--- config.mk ---
export PLATFORM = sky130hd
export DESIGN_NAME = csv_decimal_field_parser_unit
export DESIGN_NICKNAME = d
export VERILOG_FILES = /design/src/rtl/csvp_pkg.sv /design/src/rtl/csvp_core.sv /design/src/rtl/csvp_out_fifo.sv /design/src/rtl/csv_decimal_field_parser_unit.sv
export SDC_FILE = /design/constraint.sdc
export NUM_CORES = 1
export LEC_CHECK = 0
export BUFFER_PORTS_ARGS = -buffer_cell sky130_fd_sc_hd__buf_4
export CAP_MARGIN = 5
export CORE_MARGIN = 2
export CORE_UTILIZATION = 61
export DETAILED_ROUTE_END_ITERATION = 16
export PLACE_DENSITY_LB_ADDON = 0.05
export SETUP_SLACK_MARGIN = 0.3
export SYNTH_ARGS = -nofsm -noshare
export SYNTH_HDL_FRONTEND = slang
export SYNTH_SLANG_ARGS = --single-unit
--- constraint.sdc ---
create_clock -name clk -period 5.5 [get_ports clk]
set_input_delay 1.375 -clock clk [delete_from_list [all_inputs] [get_ports clk]]
set_output_delay 1.375 -clock clk [all_outputs]
set_load 0.01 [all_outputs]
--- src/rtl/csvp_pkg.sv ---
// ----------------------------------------------------------------------------
// csvp_pkg
// Shared types and constants of the csv decimal field parser.
// ----------------------------------------------------------------------------
package csvp_pkg;

  // field widths
  localparam int BYTE_W     = 8;
  localparam int IDX_W      = 6;
  localparam int MANT_W     = 32;
  localparam int FRAC_W     = 10;
  localparam int STATUS_W   = 2;
  localparam int FLEN_W     = 10;
  localparam int CFG_IDX_W  = 1;
  localparam int CFG_DATA_W = 10;

  // register indexes
  localparam logic [CFG_IDX_W-1:0] REG_MAX_VALUES       = 1'b0;
  localparam logic [CFG_IDX_W-1:0] REG_MAX_FIELD_LENGTH = 1'b1;

  // register reset values
  localparam logic [IDX_W-1:0]  MAX_VALUES_RST       = 6'd13;
  localparam logic [FLEN_W-1:0] MAX_FIELD_LENGTH_RST = 10'd256;

  // result kinds
  localparam logic KIND_VALUE  = 1'b0;
  localparam logic KIND_STATUS = 1'b1;

  // packet status codes
  localparam logic [STATUS_W-1:0] STAT_OK       = 2'd0;
  localparam logic [STATUS_W-1:0] STAT_TOO_MANY = 2'd1;
  localparam logic [STATUS_W-1:0] STAT_TOO_LONG = 2'd2;
  localparam logic [STATUS_W-1:0] STAT_COMMAND  = 2'd3;

  // characters
  localparam logic [BYTE_W-1:0] CH_COMMA = 8'h2C;
  localparam logic [BYTE_W-1:0] CH_COLON = 8'h3A;
  localparam logic [BYTE_W-1:0] CH_MINUS = 8'h2D;
  localparam logic [BYTE_W-1:0] CH_POINT = 8'h2E;
  localparam logic [BYTE_W-1:0] CH_ZERO  = 8'h30;
  localparam logic [BYTE_W-1:0] CH_NINE  = 8'h39;

  localparam logic [FRAC_W-1:0] FRAC_MAX = 10'd1023;

  typedef struct packed {
    logic [IDX_W-1:0]  max_values;
    logic [FLEN_W-1:0] max_field_length;
  } cfg_t;

  typedef struct packed {
    logic                result_kind;
    logic [IDX_W-1:0]    field_index;
    logic                negative;
    logic [MANT_W-1:0]   mantissa;
    logic [FRAC_W-1:0]   fraction_digits;
    logic                mantissa_overflow;
    logic [STATUS_W-1:0] packet_status;
    logic [IDX_W-1:0]    value_count;
    logic                last_result;
  } result_t;

  // words produced by one input word, in delivery order
  typedef struct packed {
    logic [1:0] count;
    result_t    res_a;
    result_t    res_b;
  } core_out_t;

endpackage

--- src/rtl/csvp_core.sv ---
// ----------------------------------------------------------------------------
// csvp_core
// Field and packet state with the per-byte parse logic.
// ----------------------------------------------------------------------------
module csvp_core (
  input  logic                              clk,
  input  logic                              rst,
  input  logic [csvp_pkg::BYTE_W-1:0]       data_byte,
  input  logic                              end_of_packet,
  input  logic                              advance,
  input  csvp_pkg::cfg_t                    cfg,
  output csvp_pkg::core_out_t               core_out
);

  logic [csvp_pkg::FLEN_W-1:0]   field_byte_count, field_byte_count_next;
  logic [csvp_pkg::MANT_W-1:0]   mantissa_acc, mantissa_acc_next;
  logic [csvp_pkg::FRAC_W-1:0]   frac_count, frac_count_next;
  logic                          point_flag, point_flag_next;
  logic                          sign_flag, sign_flag_next;
  logic                          overflow_flag, overflow_flag_next;
  logic [csvp_pkg::IDX_W-1:0]    values_seen, values_seen_next;
  logic                          packet_start, packet_start_next;
  logic [csvp_pkg::STATUS_W-1:0] error_code, error_code_next;

  logic                          is_digit;
  logic [3:0]                    digit;
  logic [csvp_pkg::MANT_W+3:0]   times_ten;
  logic                          value_emit;
  csvp_pkg::result_t             value_res;
  csvp_pkg::result_t             status_res;

  assign is_digit = (data_byte >= csvp_pkg::CH_ZERO) && (data_byte <= csvp_pkg::CH_NINE);
  assign digit    = 4'(data_byte - csvp_pkg::CH_ZERO);
  // acc * 10 + digit as (acc << 3) + (acc << 1) + digit
  assign times_ten = {1'b0, mantissa_acc, 3'b000} + {3'b000, mantissa_acc, 1'b0}
                   + {32'd0, digit};

  always_comb begin
    field_byte_count_next = field_byte_count;
    mantissa_acc_next     = mantissa_acc;
    frac_count_next       = frac_count;
    point_flag_next       = point_flag;
    sign_flag_next        = sign_flag;
    overflow_flag_next    = overflow_flag;
    values_seen_next      = values_seen;
    packet_start_next     = 1'b0;
    error_code_next       = error_code;
    value_emit            = 1'b0;

    if (packet_start && (data_byte == csvp_pkg::CH_COLON)) begin
      error_code_next = csvp_pkg::STAT_COMMAND;
    end else if (error_code == csvp_pkg::STAT_OK) begin
      if (field_byte_count >= cfg.max_field_length) begin
        error_code_next = csvp_pkg::STAT_TOO_LONG;
      end else if (data_byte == csvp_pkg::CH_COMMA) begin
        value_emit            = 1'b1;
        values_seen_next      = values_seen + 1'b1;
        field_byte_count_next = '0;
        mantissa_acc_next     = '0;
        frac_count_next       = '0;
        point_flag_next       = 1'b0;
        sign_flag_next        = 1'b0;
        overflow_flag_next    = 1'b0;
        if (values_seen_next >= cfg.max_values) begin
          error_code_next = csvp_pkg::STAT_TOO_MANY;
        end
      end else begin
        if ((field_byte_count == '0) && (data_byte == csvp_pkg::CH_MINUS)) begin
          sign_flag_next = 1'b1;
        end else if (data_byte == csvp_pkg::CH_POINT) begin
          point_flag_next = 1'b1;
        end else if (is_digit) begin
          if (times_ten[csvp_pkg::MANT_W+3:csvp_pkg::MANT_W] != 4'd0) begin
            mantissa_acc_next  = '1;
            overflow_flag_next = 1'b1;
          end else begin
            mantissa_acc_next = times_ten[csvp_pkg::MANT_W-1:0];
          end
          if (point_flag && (frac_count < csvp_pkg::FRAC_MAX)) begin
            frac_count_next = frac_count + 1'b1;
          end
        end
        field_byte_count_next = field_byte_count + 1'b1;
      end
    end

    // result words, built before the packet clear below
    value_res                   = '0;
    value_res.result_kind       = csvp_pkg::KIND_VALUE;
    value_res.field_index       = values_seen;
    value_res.negative          = sign_flag;
    value_res.mantissa          = mantissa_acc;
    value_res.fraction_digits   = frac_count;
    value_res.mantissa_overflow = overflow_flag;
    value_res.last_result       = !end_of_packet;

    status_res               = '0;
    status_res.result_kind   = csvp_pkg::KIND_STATUS;
    status_res.packet_status = error_code_next;
    status_res.value_count   = values_seen_next;
    status_res.last_result   = 1'b1;

    if (end_of_packet) begin
      field_byte_count_next = '0;
      mantissa_acc_next     = '0;
      frac_count_next       = '0;
      point_flag_next       = 1'b0;
      sign_flag_next        = 1'b0;
      overflow_flag_next    = 1'b0;
      values_seen_next      = '0;
      packet_start_next     = 1'b1;
      error_code_next       = csvp_pkg::STAT_OK;
    end

    core_out = '0;
    if (value_emit && end_of_packet) begin
      core_out.count = 2'd2;
      core_out.res_a = value_res;
      core_out.res_b = status_res;
    end else if (value_emit) begin
      core_out.count = 2'd1;
      core_out.res_a = value_res;
    end else if (end_of_packet) begin
      core_out.count = 2'd1;
      core_out.res_a = status_res;
    end
  end

  always_ff @(posedge clk) begin
    if (rst) begin
      field_byte_count <= '0;
      mantissa_acc     <= '0;
      frac_count       <= '0;
      point_flag       <= 1'b0;
      sign_flag        <= 1'b0;
      overflow_flag    <= 1'b0;
      values_seen      <= '0;
      packet_start     <= 1'b1;
      error_code       <= csvp_pkg::STAT_OK;
    end else if (advance) begin
      field_byte_count <= field_byte_count_next;
      mantissa_acc     <= mantissa_acc_next;
      frac_count       <= frac_count_next;
      point_flag       <= point_flag_next;
      sign_flag        <= sign_flag_next;
      overflow_flag    <= overflow_flag_next;
      values_seen      <= values_seen_next;
      packet_start     <= packet_start_next;
      error_code       <= error_code_next;
    end
  end

  // an overflow flag always comes with a saturated mantissa
  a_sat_flag: assert property (@(posedge clk) disable iff (rst)
    (overflow_flag |-> (mantissa_acc == '1)))
    else $error("overflow flag without saturated mantissa");

  // digits after the point only count once a point was seen
  a_frac_point: assert property (@(posedge clk) disable iff (rst)
    ((frac_count != '0) |-> point_flag))
    else $error("fraction digits without a point");

  // the status word is always the last word of its input
  a_status_last: assert property (@(posedge clk) disable iff (rst)
    ((core_out.count == 2'd2) |-> (core_out.res_b.result_kind == csvp_pkg::KIND_STATUS
                                   && !core_out.res_a.last_result)))
    else $error("status word not last");

endmodule

--- src/rtl/csvp_out_fifo.sv ---
// ----------------------------------------------------------------------------
// csvp_out_fifo
// Small result queue taking up to two words per cycle while it has room, one out per cycle while out_ready is high.
// ----------------------------------------------------------------------------
module csvp_out_fifo #(
  parameter int DEPTH = 4
) (
  input  logic              clk,
  input  logic              rst,
  input  logic [1:0]        push_count,
  input  csvp_pkg::result_t push_a,
  input  csvp_pkg::result_t push_b,
  output logic              room2,
  output logic              out_valid,
  input  logic              out_ready,
  output csvp_pkg::result_t out_word
);

  localparam int PTR_W = (DEPTH > 1) ? $clog2(DEPTH) : 1;
  localparam int CNT_W = $clog2(DEPTH + 1);

  csvp_pkg::result_t mem [DEPTH];
  logic [PTR_W-1:0]  wr_ptr, rd_ptr, wr_ptr_b;
  logic [CNT_W-1:0]  count;
  logic              pop;

  function automatic logic [PTR_W-1:0] ptr_inc(input logic [PTR_W-1:0] p);
    ptr_inc = (p == PTR_W'(DEPTH - 1)) ? '0 : p + 1'b1;
  endfunction

  assign wr_ptr_b  = ptr_inc(wr_ptr);
  assign out_valid = (count != '0);
  assign out_word  = mem[rd_ptr];
  assign pop       = out_valid && out_ready;
  assign room2     = (count <= CNT_W'(DEPTH - 2));

  always_ff @(posedge clk) begin
    if (push_count != 2'd0) begin
      mem[wr_ptr] <= push_a;
    end
    if (push_count == 2'd2) begin
      mem[wr_ptr_b] <= push_b;
    end
  end

  always_ff @(posedge clk) begin
    if (rst) begin
      wr_ptr <= '0;
      rd_ptr <= '0;
      count  <= '0;
    end else begin
      case (push_count)
        2'd1:    wr_ptr <= wr_ptr_b;
        2'd2:    wr_ptr <= ptr_inc(wr_ptr_b);
        default: wr_ptr <= wr_ptr;
      endcase
      if (pop) begin
        rd_ptr <= ptr_inc(rd_ptr);
      end
      count <= count + CNT_W'(push_count) - CNT_W'(pop);
    end
  end

  a_no_overfill: assert property (@(posedge clk) disable iff (rst)
    (count <= CNT_W'(DEPTH)))
    else $error("result queue over depth");

  a_push_room: assert property (@(posedge clk) disable iff (rst)
    ((push_count != 2'd0) |-> room2))
    else $error("push without room for two words");

  a_count_step: assert property (@(posedge clk) disable iff (rst)
    ((push_count == 2'd0) && !pop |=> $stable(count)))
    else $error("queue count moved without push or pop");

endmodule

--- src/rtl/csv_decimal_field_parser_unit.sv ---
// ----------------------------------------------------------------------------
// csv_decimal_field_parser_unit
// Byte-wise csv packet parser giving decimal values and a packet status.
// ----------------------------------------------------------------------------
// Packets arrive one byte per input word, end_of_packet set on the last byte.
// A comma in a packet with no error status closes a field and yields a value
// word (sign, saturating 32-bit decimal mantissa, digits after the point); the
// last byte of a packet also yields one status word (ok, too many values,
// field too long, command packet). A field left open at packet end gives no
// word. An input word is registered on acceptance and parsed into a four-entry
// result queue once it has room for two words; a byte is taken every cycle as
// long as the queue has that room, so the sustained rate is one byte per cycle
// while the output side keeps up. The output delivers one word per cycle while
// out_ready is high. Registers are written through the cfg port (index 0
// max_values, 1 max_field_length); the user must do so only while the block is
// idle, which the block itself does not enforce.
// ----------------------------------------------------------------------------
module csv_decimal_field_parser_unit #(
  parameter int FIFO_DEPTH = 4
) (
  input  logic                                clk,
  input  logic                                rst,
  // configuration
  input  logic                                cfg_valid,
  output logic                                cfg_ready,
  input  logic [csvp_pkg::CFG_IDX_W-1:0]      cfg_index,
  input  logic [csvp_pkg::CFG_DATA_W-1:0]     cfg_data,
  // input words
  input  logic                                in_valid,
  output logic                                in_ready,
  input  logic [csvp_pkg::BYTE_W-1:0]         data_byte,
  input  logic                                end_of_packet,
  // result words
  output logic                                out_valid,
  input  logic                                out_ready,
  output logic                                result_kind,
  output logic [csvp_pkg::IDX_W-1:0]          field_index,
  output logic                                negative,
  output logic [csvp_pkg::MANT_W-1:0]         mantissa,
  output logic [csvp_pkg::FRAC_W-1:0]         fraction_digits,
  output logic                                mantissa_overflow,
  output logic [csvp_pkg::STATUS_W-1:0]       packet_status,
  output logic [csvp_pkg::IDX_W-1:0]          value_count,
  output logic                                last_result
);

  csvp_pkg::cfg_t             cfg;
  logic                       in_full;
  logic [csvp_pkg::BYTE_W-1:0] in_byte;
  logic                       in_eop;
  logic                       advance;
  logic                       room2;
  csvp_pkg::core_out_t        core_out;
  csvp_pkg::result_t          out_word;
  logic                       in_accept;

  // config registers, always writable
  assign cfg_ready = 1'b1;

  always_ff @(posedge clk) begin
    if (rst) begin
      cfg.max_values       <= csvp_pkg::MAX_VALUES_RST;
      cfg.max_field_length <= csvp_pkg::MAX_FIELD_LENGTH_RST;
    end else if (cfg_valid && cfg_ready) begin
      case (cfg_index)
        csvp_pkg::REG_MAX_VALUES:
          cfg.max_values <= cfg_data[csvp_pkg::IDX_W-1:0];
        csvp_pkg::REG_MAX_FIELD_LENGTH:
          cfg.max_field_length <= cfg_data[csvp_pkg::FLEN_W-1:0];
        default: ;
      endcase
    end
  end

  // input register: the held byte is parsed once the queue can take two words
  assign advance   = in_full && room2;
  assign in_ready  = !in_full || advance;
  assign in_accept = in_valid && in_ready;

  always_ff @(posedge clk) begin
    if (rst) begin
      in_full <= 1'b0;
    end else if (in_ready) begin
      in_full <= in_valid;
    end
  end

  always_ff @(posedge clk) begin
    if (in_accept) begin
      in_byte <= data_byte;
      in_eop  <= end_of_packet;
    end
  end

  // parse state and per-byte logic
  csvp_core u_core (
    .clk           (clk),
    .rst           (rst),
    .data_byte     (in_byte),
    .end_of_packet (in_eop),
    .advance       (advance),
    .cfg           (cfg),
    .core_out      (core_out)
  );

  // result queue, one word out per cycle while out_ready is high
  csvp_out_fifo #(
    .DEPTH (FIFO_DEPTH)
  ) u_out_fifo (
    .clk        (clk),
    .rst        (rst),
    .push_count (advance ? core_out.count : 2'd0),
    .push_a     (core_out.res_a),
    .push_b     (core_out.res_b),
    .room2      (room2),
    .out_valid  (out_valid),
    .out_ready  (out_ready),
    .out_word   (out_word)
  );

  assign result_kind       = out_word.result_kind;
  assign field_index       = out_word.field_index;
  assign negative          = out_word.negative;
  assign mantissa          = out_word.mantissa;
  assign fraction_digits   = out_word.fraction_digits;
  assign mantissa_overflow = out_word.mantissa_overflow;
  assign packet_status     = out_word.packet_status;
  assign value_count       = out_word.value_count;
  assign last_result       = out_word.last_result;

  // a byte with end of packet always yields a status word
  a_eop_status: assert property (@(posedge clk) disable iff (rst)
    ((advance && in_eop) |-> (core_out.count != 2'd0)))
    else $error("end of packet without status word");

  // a held byte that cannot be parsed blocks new input
  a_hold_blocks: assert property (@(posedge clk) disable iff (rst)
    ((in_full && !room2) |-> !in_ready))
    else $error("input taken while held byte is stalled");

  // a stalled held byte keeps its value
  a_hold_stable: assert property (@(posedge clk) disable iff (rst)
    ((in_full && !advance) |=> ($stable(in_byte) && $stable(in_eop))))
    else $error("held byte changed while stalled");

endmodule
== After elaboration in Yosys (flattened, before gate mapping) ==
Memory sizes are Yosys's and may differ from the RTL's. A register that Yosys moved wholly into a read port is not among the register bits.
Cells that the tools add are included.
Word-level totals
  memory bits (read-only): 0
  bits in latches: 0
  memories: 1
  output and inout port bits: 63
  register bits after elaboration: 97
  input bits: 25
  RAM bits: 240
Memories
  u_out_fifo.mem: words 4, bits a word 60, rd ports 1, clocked after Yosys merged registers in 1, wr ports 2, line csvp_out_fifo.sv:22  | csvp_pkg::result_t mem [DEPTH];
Cells by class
  eq/ne operators: 13
  multipliers: 0
  shift operators: 0
  add/sub/neg operators: 11
  order comparisons: 6
  divide/modulo/power cells: 0
  reductions and logical operators: 31
  bitwise gates (word level): 1
  mux-type cells: 76
Operator list (count)
  $mux 32: 9
  $mux 10: 14
  $mux 62: 2
  $mux 61: 1
  $mux 60: 1
  $add 35x33->36: 1
  $add 36x4->36: 1
  $eq 8x6->1 const B: 4
  $mux 1: 31
  $mux 6: 5
  $mux 2: 12
  $add 10x1->10 const B: 2
  $reduce_bool 3->1: 6
  $reduce_and 8->1: 2
  $ge 10x10->1: 1
  $logic_not 10->1: 1
  $lt 10x10->1 const B: 1
  $eq 2x2->1 const B: 4
  $ge 8x6->1 const B: 1
  $le 8x6->1 const B: 1
  $logic_and 1x1->1: 8
  $reduce_and 7->1: 1
  $add 2x1->2 const B: 3
  $add 6x1->6 const B: 1
  19 further kinds: 25

== Depth between registers and ports, before layout ==
  word-level depth: 14
  mapped depth: 20

== Hierarchy ==
Synthesis repeated with hierarchy kept, for this count alone.
Unflattened totals
  cell total of the unflattened synthesis: 1582
  area, all modules: 19583.8 µm²
Modules (own cells, without submodules)
  csvp_out_fifo: area each 12190.4 µm², times used 1, cells an instance 646
  csvp_core: area each 6377.4 µm², times used 1, cells an instance 848
  csv_decimal_field_parser_unit: area each 1016.0 µm², times used 1, cells an instance 88

== Worst setup path after synthesis ==
Ideal clock, no wire load.
  kind: reg2reg
  from: register u_core.field_byte_count[0] in the netlist's numbering
  to: memory u_out_fifo.mem[0][0] in the netlist's numbering, enable pin
  buffers on the path: 6
  cell stages (with the launch flop): 20
  data required time: 5.166 ns
  setup slack: 1.002 ns
  data arrival time: 4.164 ns
  cells stage by stage: dfxtp_1 > inv_1 > ha_1 > nand2b_1 > a21o_1 > a21o_1 > a211o_1 > a21oi_1 > clkbuf_1 > buf_1 > ha_1 > clkbuf_1 > nand2_1 > inv_1 > ha_1 > clkbuf_1 > clkbuf_1 > a21boi_1 > clkbuf_1 > inv_1
RTL lines
  start, declared: line csvp_core.sv:15  | logic [csvp_pkg::FLEN_W-1:0] field_byte_count, field_byte_count_next;
  start signal, assigned: line csvp_core.sv:141  | field_byte_count <= field_byte_count_next;
  end, declared: line csvp_out_fifo.sv:22

==> results by group <==
Status
  – Status: finished clean

Timing
  – Final setup violation count: 0
  – Hold slack: 458 ps
  – Final worst path period need: 4370 ps
  – RSZ-0062 raised after global routing: false
  – Final hold vios: 0
  – Clock skew: 26.6 ps
  – Slew headroom: 0.304
  – Least-Margin Pin Slew: 1040 ps
  – Slew Viols, Final: 0
  – Fin crit share: 0.795
  – Setup tns final: 0 ps
  – Fmax: 229 MHz

Synthesis
  – Prevailing post-synth register cell: dfxtp_1
  – Synthesis-stage register bit count: 339
  – Most common cell in the netlist: dfxtp_1
  – Count of cell types in the netlist: 72
  – Syn nets: 1640
  – Ys async rst share: 0
  – Cell taking the most area after synthesis: dfxtp_1
  – Synth top area cells: dfxtp_1 (36%), a22o_1 (11%), edfxtp_1 (9.1%), mux4_2 (8.4%), ha_1 (7.7%)
  – Register area share after synthesis: 0.452
  – Synth top area share: 0.361
  – Post-Synthesis Cells: 1513
  – Post-Syn Area: 0.0161 mm2
  – Post-synth EDFFs: 49
  – Avg Cell Area, Syn: 10.6 um2
  – Commonest cells post-synth: dfxtp_1 (290), a22o_1 (200), nand2_1 (132), ha_1 (99), clkbuf_1 (89)
  – Synth warn: 0

Die
  – Die Footprint: 0.0277 mm2
  – Row count: 59
  – Die Width: 166 um
  – Area of the core: 0.0260 mm2
  – Die height: 166 um
  – I/O pins: 88
  – Initial Util: 0.620

Critical path
  – CP Max Fanout: 50
  – Crit end category: flop
  – Cell chain of the critical path: inv_1, ha_1, nand2b_1, a21o_1, a21o_1, a211o_1, a21oi_1, ha_1, nand2_1, ha_1, buf_4, a21oi_1, nor2b_4, buf_4, a22o_1
  – CP Launch Type: flop
  – Worst R2R Path Depth: 15
  – R2R Setup Slk: 1130 ps
  – Worst r2r dst: u_out_fifo.mem[2][40]$_SDFFE_PP0P_
  – Critical path class: reg2reg
  – CP arrival: 4830 ps
  – Req. time, crit path: 5950 ps
  – Most Frequent Cell on Critical Path: ha_1
  – Highest-delay cell along the critical path: buf_4
  – Worst flop-to-flop path startpoint: u_core.field_byte_count[0]$_SDFFE_PP0P_
  – CP max stage delay: 520 ps

GRT
  – Gr usage total: 0.286
  – Grt ovf: 0
  – Initial antenna violation count: 0
  – First-pass GRT wire length: 64.7 mm
  – Vias in the first global route: 12100
  – Largest net degree at the start of global routing: 61

Drt
  – Top Metal Used: met4
  – Antenna Nets Post-Route: 0
  – Via density: 6.46
  – DRT Pass-1 Iters: 5
  – M1 WL: 18.5 mm
  – Routed len/inst: 21.1 um
  – Residual DRC count: 0
  – Initial DRC Count: 1108
  – Total number of vias: 12300
  – DR WL met3: 2.68 mm
  – Overall routed net length: 40.1 mm
  – Met2 WL: 18.2 mm

CTS
  – Root Buffer: clkbuf_16
  – CTS buffer count: 37
  – Post-cts hold buffer count: 0
  – CTS tree: built
  – Clk pin slew, worst setup/hold paths: 60 ps
  – Clock tree buffer depth: 3
  – Clk sinks: 339
  – Post-CTS Repair Setup Buffers: 0
  – # resized after CTS: 0
  – H-tree depth: 2
  – Latest clock arrival within the worst-skew pair: 540 ps

Final layout
  – Inserted Diodes: 0
  – Fraction of layout cells with a size suffix above 1: 0.157
  – Final Non-Filler Cells: 1905
  – Final Cell Area: 0.0182 mm2
  – Filler cell count: 1949
  – Layout Area Growth over Synthesis: 12.9%
  – # nets final: 1670

Power and ir drop
  – Leak: 7.57 nW
  – Worst VDD drop: 298 uV
  – PwrDens: 313 mW/mm2

Hold path
  – Min-Delay Endpoint: cfg[1]$_SDFFE_PP0P_
  – WHS Path Cells: 2
  – Min-delay src: cfg[1]$_SDFFE_PP0P_
  – Hold Crit Class: reg2reg

Placed design
  – Final GP Congestion: 0.924
  – Placed Area: 0.0169 mm2
  – Inst Count DP: 1839
  – IO Port Bufs: 86
  – Hpwl dp: 25.8 mm

Run
  – Max-Cap Viols: 0
-- state kept, by name, summed over array words and instances (netlist names), named ones only --
name	count
u_core.frac_count	10
u_core.field_byte_count	10
u_out_fifo.rd_ptr	2
u_core.packet_start	1
u_core.values_seen	6
in_eop	1
u_core.mantissa_acc	32
u_out_fifo.count	3
u_core.error_code	2
u_core.overflow_flag	1
u_out_fifo.mem	240
u_core.point_flag	1
u_out_fifo.wr_ptr	2
u_core.sign_flag	1
cfg	16
in_full	1
in_byte	8
-- cell usage in the layout (no fill, tap or decap), drive strengths merged, types with 20 or more instances in the layout --
cell type	netlist	routed
inv	45	47
clkbuf	89	47
nand4	20	20
nor2	86	86
xnor2	20	20
xor2	31	31
ha	99	99
a22o	200	200
nand2b	25	25
mux4	60	60
a21oi	75	75
nand3	21	21
buf	20	100
a221o	23	23
dfxtp	290	290
o21ai	64	64
edfxtp	49	49
nand2	132	132
-- worst max-delay path by stage --
stage	start	endpoint	cells after the start
5_1_grt	u_core.field_byte_count[0]$_SDFFE_PP0P_	u_out_fifo.mem[3][19]$_SDFFE_PP0N_	15
2_1_floorplan	u_core.field_byte_count[0]$_SDFFE_PP0P_	u_out_fifo.mem[0][0]$_DFFE_PP_	19
3_5_place_dp	u_core.field_byte_count[0]$_SDFFE_PP0P_	u_out_fifo.mem[0][48]$_SDFFE_PP0P_	15
4_1_cts	u_core.field_byte_count[0]$_SDFFE_PP0P_	u_out_fifo.mem[0][42]$_SDFFE_PP0P_	15
3_3_place_gp	u_core.field_byte_count[0]$_SDFFE_PP0P_	u_out_fifo.mem[1][45]$_SDFFE_PP0P_	15
6_report	u_core.field_byte_count[0]$_SDFFE_PP0P_	u_out_fifo.mem[2][40]$_SDFFE_PP0P_	15
-- metrics by stage --
stage	total power [mW]	util	setup slack, ps
after floorplan	3.04	-	1000
after global placement	3.21	0.651	1320
after detailed placement	3.22	0.651	1230
after CTS	5.72	0.700	1160
after global routing	5.87	0.700	840
final	5.68	0.700	1130
-- power breakdown --
| part | switching, mW | total, mW | internal (mW) |
|---|---|---|---|
| clock | 1.02 | 2.52 | 1.50 |
| sequential | 0.134 | 2.69 | 2.56 |
| combinational | 0.234 | 0.473 | 0.239 |
| total | 1.39 | 5.68 | 4.30 |
-- worst max-delay path: cells and delay by family, from the launching register on --
| kind | cells | cell delay (ps) |
|---|---|---|
| compound gates | 6 | 1620 |
| fa+ha+maj | 3 | 900 |
| buf+inv | 3 | 840 |
| flops | 1 | 400 |
| simple gates | 3 | 520 |
-- logic make-up after synthesis --
group / Yosys count / share of synthesized area
adders and majority gates: 102 / 0.0807
muxes: 65 / 0.0873
DFF: 339 / 0.452
AOI/OAI and AO/OA: 453 / 0.213
and+or+nand+nor: 348 / 0.101
other: 1 / 0.000233
xor gates and xnor gates: 51 / 0.0277
buffers and inverters: 154 / 0.0378
-- layer usage --
layer  GRT usage  vias up
met4      0.0682        0
met3      0.0539       58
met1       0.411     6111
met2       0.452      403
li1            -     5740
met5           0        -
-- cell type report --
class / count / area [um2] / share of cell area
Multi-Input combinational cell: 1020 / 8290 / 0.456
Sequential cell: 339 / 7280 / 0.401
Clock buffer: 47 / 1050 / 0.0575
Timing Repair Buffer: 100 / 763 / 0.0420
Tap cell: 335 / 419 / 0.0231
Clock inverter: 19 / 208 / 0.0114
Inverter: 45 / 169 / 0.00929
No activity file was read; power rests on OpenSTA's default activity.
